`config.mk`:
```
export PLATFORM = sky130hd
export DESIGN_NAME = epba_ctrl
export DESIGN_NICKNAME = d
export VERILOG_FILES = /design/src/rtl/core/epba_pkg.sv /design/src/rtl/core/epba_ctrl.sv
export VERILOG_INCLUDE_DIRS = /design/src /design/src/rtl/core
export SDC_FILE = /design/constraint.sdc
export NUM_CORES = 1
export LEC_CHECK = 0
export BUFFER_PORTS_ARGS = -buffer_cell sky130_fd_sc_hd__buf_2
export CAP_MARGIN = 20
export CORE_AREA = 2 2 39 41
export DETAILED_ROUTE_END_ITERATION = 6
export DIE_AREA = 0 0 41 43
export GPL_ROUTABILITY_DRIVEN = 0
export MAX_ROUTING_LAYER = met4
export PLACE_DENSITY = 0.67
export SYNTH_ARGS = -nofsm -noshare
export SYNTH_HDL_FRONTEND = slang
export SYNTH_SLANG_ARGS = --single-unit
```
`constraint.sdc`:
```
create_clock -name clk -period 1.5 [get_ports clk]
set_input_delay 0.075 -clock clk [delete_from_list [all_inputs] [get_ports clk]]
set_output_delay 0.075 -clock clk [all_outputs]
set_load 0.01 [all_outputs]
```
`src/rtl/core/ephemeral_port_bitmap_allocator_assert.svh`:
```
// Assertion macros shared by the allocator's controller and datapath.
// Each macro expects a signal named clk, and EPBA_ASSERT also rst_n, in the scope where it is used.
`ifndef EPHEMERAL_PORT_BITMAP_ALLOCATOR_ASSERT_SVH
`define EPHEMERAL_PORT_BITMAP_ALLOCATOR_ASSERT_SVH
`ifndef SYNTHESIS
// Checked only while out of reset.
`define EPBA_ASSERT(lbl, prop, msg) \
  lbl: assert property (@(posedge clk) disable iff (!rst_n) prop) else $error(msg);
// Checked at every edge, reset included.
`define EPBA_ASSERT_ALWAYS(lbl, prop, msg) \
  lbl: assert property (@(posedge clk) prop) else $error(msg);
`else
`define EPBA_ASSERT(lbl, prop, msg)
`define EPBA_ASSERT_ALWAYS(lbl, prop, msg)
`endif
`endif

```
`src/rtl/core/epba_pkg.sv`:
```
// Shared types and constants of the ephemeral port bitmap allocator.
// No dependencies; used by epba_ctrl, epba_dp and the top level.
package epba_pkg;

  localparam int PortW        = 16;
  localparam int OffW         = 7;
  localparam int LowFreePorts = 8;
  localparam logic [PortW-1:0] StartReset = 16'd49152;

  typedef logic [PortW-1:0] port_t;

  typedef enum logic [1:0] {
    OP_QUERY = 2'd0,
    OP_FREE  = 2'd1,
    OP_MARK  = 2'd2,
    OP_ALLOC = 2'd3
  } op_t;

  typedef enum logic [1:0] {
    STAT_OK        = 2'd0,
    STAT_EXHAUSTED = 2'd1,
    STAT_BAD_FREE  = 2'd2
  } status_t;

  typedef enum logic [3:0] {
    S_CLEAR,
    S_IDLE,
    S_ACCESS,
    S_SEED,
    S_BEGIN1,
    S_SCAN1,
    S_BEGIN2,
    S_SCAN2,
    S_RESP
  } state_t;

  // Commands from the controller to the datapath.
  typedef struct packed {
    logic clr_step;
    logic in_load;
    logic finish_port;
    logic seed;
    logic begin_scan;
    logic phase2;
    logic advance;
    logic finish_hit;
    logic finish_none;
    logic out_load;
  } cmd_t;

  // Status from the datapath to the controller. empty1 and empty2 flag an
  // empty upward window and an empty wrapped window.
  typedef struct packed {
    logic clr_last;
    logic op_alloc;
    logic empty1;
    logic empty2;
    logic hit;
    logic at_last;
  } sts_t;

endpackage

```
`src/rtl/core/epba_ctrl.sv`:
```
// Controller of the ephemeral port bitmap allocator: sequences clearing,
// port operations and the allocation scan. Depends on epba_pkg.
`include "ephemeral_port_bitmap_allocator_assert.svh"

module epba_ctrl (
  input  logic          clk,
  input  logic          rst_n,
  input  logic          in_valid,
  output logic          in_ready,
  output logic          out_valid,
  input  logic          out_ready,
  input  epba_pkg::sts_t sts,
  output epba_pkg::cmd_t cmd
);
  import epba_pkg::*;

  state_t state_r, state_nxt;
  logic   out_valid_r, out_valid_nxt;

  always_ff @(posedge clk) begin
    if (!rst_n) begin
      state_r     <= S_CLEAR;
      out_valid_r <= 1'b0;
    end else begin
      state_r     <= state_nxt;
      out_valid_r <= out_valid_nxt;
    end
  end

  always_comb begin
    state_nxt = state_r;
    cmd       = '0;
    in_ready  = 1'b0;
    unique case (state_r)
      S_CLEAR: begin
        cmd.clr_step = 1'b1;
        if (sts.clr_last) begin
          state_nxt = S_IDLE;
        end
      end
      S_IDLE: begin
        in_ready = 1'b1;
        if (in_valid) begin
          cmd.in_load = 1'b1;
          state_nxt   = sts.op_alloc ? S_SEED : S_ACCESS;
        end
      end
      S_ACCESS: begin
        cmd.finish_port = 1'b1;
        state_nxt       = S_RESP;
      end
      S_SEED: begin
        cmd.seed  = 1'b1;
        state_nxt = S_BEGIN1;
      end
      S_BEGIN1: begin
        cmd.begin_scan = 1'b1;
        state_nxt      = sts.empty1 ? S_BEGIN2 : S_SCAN1;
      end
      S_SCAN1: begin
        if (sts.hit) begin
          cmd.finish_hit = 1'b1;
          state_nxt      = S_RESP;
        end else if (sts.at_last) begin
          state_nxt = S_BEGIN2;
        end else begin
          cmd.advance = 1'b1;
        end
      end
      S_BEGIN2: begin
        cmd.begin_scan = 1'b1;
        cmd.phase2     = 1'b1;
        if (sts.empty2) begin
          cmd.finish_none = 1'b1;
          state_nxt       = S_RESP;
        end else begin
          state_nxt = S_SCAN2;
        end
      end
      S_SCAN2: begin
        if (sts.hit) begin
          cmd.finish_hit = 1'b1;
          state_nxt      = S_RESP;
        end else if (sts.at_last) begin
          cmd.finish_none = 1'b1;
          state_nxt       = S_RESP;
        end else begin
          cmd.advance = 1'b1;
        end
      end
      S_RESP: begin
        if (!out_valid_r || out_ready) begin
          cmd.out_load = 1'b1;
          state_nxt    = S_IDLE;
        end
      end
      default: begin
        state_nxt = S_CLEAR;
      end
    endcase
  end

  always_comb begin
    if (cmd.out_load) begin
      out_valid_nxt = 1'b1;
    end else if (out_ready) begin
      out_valid_nxt = 1'b0;
    end else begin
      out_valid_nxt = out_valid_r;
    end
  end

  assign out_valid = out_valid_r;

  `EPBA_ASSERT_ALWAYS(a_reset_clears, !rst_n |=> (state_r == S_CLEAR), "reset did not restart the clearing pass")
  `EPBA_ASSERT(a_accept_starts, (in_valid && in_ready) |=> (state_r == S_ACCESS || state_r == S_SEED), "accepted word did not start an operation")
  `EPBA_ASSERT(a_scan_continues, ((state_r == S_SCAN1 || state_r == S_SCAN2) && !sts.hit && !sts.at_last) |=> (state_r == $past(state_r)), "scan stopped before its last word")

endmodule

```
==> impl_metrics.env <==
export IMPL_status="completed"
export IMPL_layout_common_cells="buf_2 (22), buf_4 (7), a21oi_1 (5)"
export IMPL_reg2reg_depth=4
export IMPL_wirelength_um=1195
export IMPL_setup_viol=0
export IMPL_cp_start_kind="flop"
export IMPL_io_buffers=21
export IMPL_synth_distinct_cells=28
export IMPL_insertion_delay_ns=0.24
export IMPL_nets=99
export IMPL_path_class="reg2reg"
export IMPL_grt_first_pass_wirelength_um=1869
export IMPL_post_route_min_period_ns=1.472
export IMPL_rows=14
export IMPL_cts_tree="done"
export IMPL_cts_buffer_depth=2
export IMPL_grt_overflow=0
export IMPL_path_clk_slew_ns=0.05
export IMPL_tns_ns=0
export IMPL_cts_buffers=3
export IMPL_layoutNonFillerInstCount=104
export IMPL_syn_area_um2=457.9
export IMPL_viasPerCell=5.106
export IMPL_max_cap_violations=0
export IMPL_p_total_uw=683.5
export IMPL_final_period_utilization=0.9816
export IMPL_drc=0
export IMPL_p_per_area_nw_per_um2=998.7
export IMPL_finalMaxSlewViolations=0
export IMPL_dp_cells=99
export IMPL_cts_sinks=5
export IMPL_r2r_start="state_r[2]"
export IMPL_crit_path_end_kind="flop"
export IMPL_io_pins=22
export IMPL_synthArstFlopShare=0
export IMPL_synthFlopType="dfxtp_1"
export IMPL_diodes=0
export IMPL_required_ns=1.63
export IMPL_grtUsageTotal=0.1545
export IMPL_ctsRootBufferMaster="clkbuf_4"
export IMPL_drive_gt1_frac=0.4886
export IMPL_synth_area_leaders="dfxtp_1 (22%), nand2b_1 (6.8%), a21oi_1 (5.5%), nor4_4 (4.6%), nor3_1 (4.4%)"
export IMPL_wl_met3_um=34
export IMPL_core_area_um2=1384
export IMPL_synth_edf_count=0
export IMPL_dpl_hpwl_um=928.1
export IMPL_first_global_vias=490
export IMPL_grt_antenna_before_repair=0
export IMPL_slew_headroom=0.7215
export IMPL_wl_met1_um=513
export IMPL_power_leakage_nw=0.3311
export IMPL_syn_nets=69
export IMPL_hold_path_depth=2
export IMPL_rsz0062_at_grt="yes"
export IMPL_initial_core_util=0.3309
export IMPL_die_w_um=41
export IMPL_grt_max_degree=13
export IMPL_top_layer_used="met4"
export IMPL_htree_levels=1
export IMPL_yosysTopAreaCellShare=0.2186
export IMPL_hold_buffers=0
export IMPL_die_y_um=43
export IMPL_routedWlPerCell_um=11.49
export IMPL_first_pass_iters=4
export IMPL_hold_class="in2reg"
export IMPL_dieArea_um2=1763
export IMPL_tightestPinTransition_ns=0.4073
export IMPL_ys_warn_count=0
export IMPL_min_from="rst_n"
export IMPL_ys_seq_area_frac=0.2186
export IMPL_final_common_cell="buf_2"
export IMPL_cp_data_arrival_time_ns=1.60
export IMPL_drtIter0Drc=5
export IMPL_reg2reg_slack_ns=0.03
export IMPL_postSynthAreaPerCell_um2=7.762
export IMPL_clock_skew_ns=0.0009422
export IMPL_ir_worst_vdd_v=0.0005239
export IMPL_area_growth_pct=49.45
export IMPL_ant_nets=0
export IMPL_vias=531
export IMPL_timing_final_hold_violations=0
export IMPL_syn_inst=59
export IMPL_fmax_mhz=679.2
export IMPL_crit_fanout=4
export IMPL_met2_wirelength_um=637
export IMPL_synth_largest_area_cell="dfxtp_1"
export IMPL_reg2reg_to="state_r[2]"
export IMPL_synth_seq_cells=5
export IMPL_hold_end="state_r[2]"
## synthesized netlist by cell type, drive strengths merged, types with 2 or more instances
cell type	count
a21oi	5
o21ai	3
buf	5
nor3b	2
inv	5
nor2	4
nor3	5
nor4	3
dfxtp	5
nand2b	5
nand2	4
## routing by layer
layer,GRT usage,vias to the layer above
met2,0.2375,9
met5,-,-
met4,0.06000,0
li1,-,273
met3,0.03141,2
met1,0.1903,247
## power by group
part	switching, mW	internal [mW]
registers	0.0132	0.152
logic	0.188	0.175
clock network	0.0580	0.0965
total	0.260	0.424
## state kept, by name, indices dropped and copies added (netlist names)
signal	count
state_r	4
out_valid	1
## kinds of logic after synthesis
kind of cell           after synthesis  share of synthesized area
AOI/OAI and AO/OA                   17                     0.2760
buffers and inverters               10                     0.1065
DFF                                  5                     0.2186
muxes                                1                    0.02186
and+or+nand+nor                     26                     0.3770
## per-stage QoR
step	setup slack (ns)	area, um2	hold slack (ns)	utilization
after global placement	0.08481	613.1	0.3359	0.4430
after detailed placement	0.05073	613.1	0.3437	0.4430
after floorplan	0.03249	457.9	0.1843	-
final	0.02761	684.4	0.09901	0.4946
after CTS	0.01337	638.1	0.08881	0.4611
after global routing	-0.02404	684.4	0.1233	0.4946
## worst max-delay path by stage
stage / start / end / slack (ns) / cells after the start
2_1_floorplan: state_r[0] / state_r[2] / 0.03 / 5
3_3_place_gp: state_r[0] / state_r[2] / 0.08 / 4
3_5_place_dp: state_r[0] / state_r[2] / 0.05 / 4
4_1_cts: state_r[0] / cmd[1] / 0.01 / 6
6_report: state_r[2] / state_r[2] / 0.03 / 4
5_1_grt: state_r[2] / state_r[2] / -0.02 / 4
## critical path, cell delays in order, from the launching register on
cell and delay, ns:
dfxtp_1 0.32, or4b_4 0.58, o2bb2ai_4 0.15, nor3_2 0.08
a32o_1 0.24
## layout make-up
cell class	count	area [um2]
clock inverters	1	5.005
flip-flops and latches	5	101.3
multi-input cells	44	342.8
repair buffers	30	173.9
inverters	5	18.77
fillers	141	699.4
well taps	16	20.02
clock buffers	3	22.52
## repair_timing
action | in CTS | in global routing
resized for setup | 2 | 5
gates cloned | 0 | 1
buffers inserted | 0 | 1
endpoints found under the setup margin | 3 | 5
pin swaps | 1 | 1
Power figures use the tool's default switching activity.
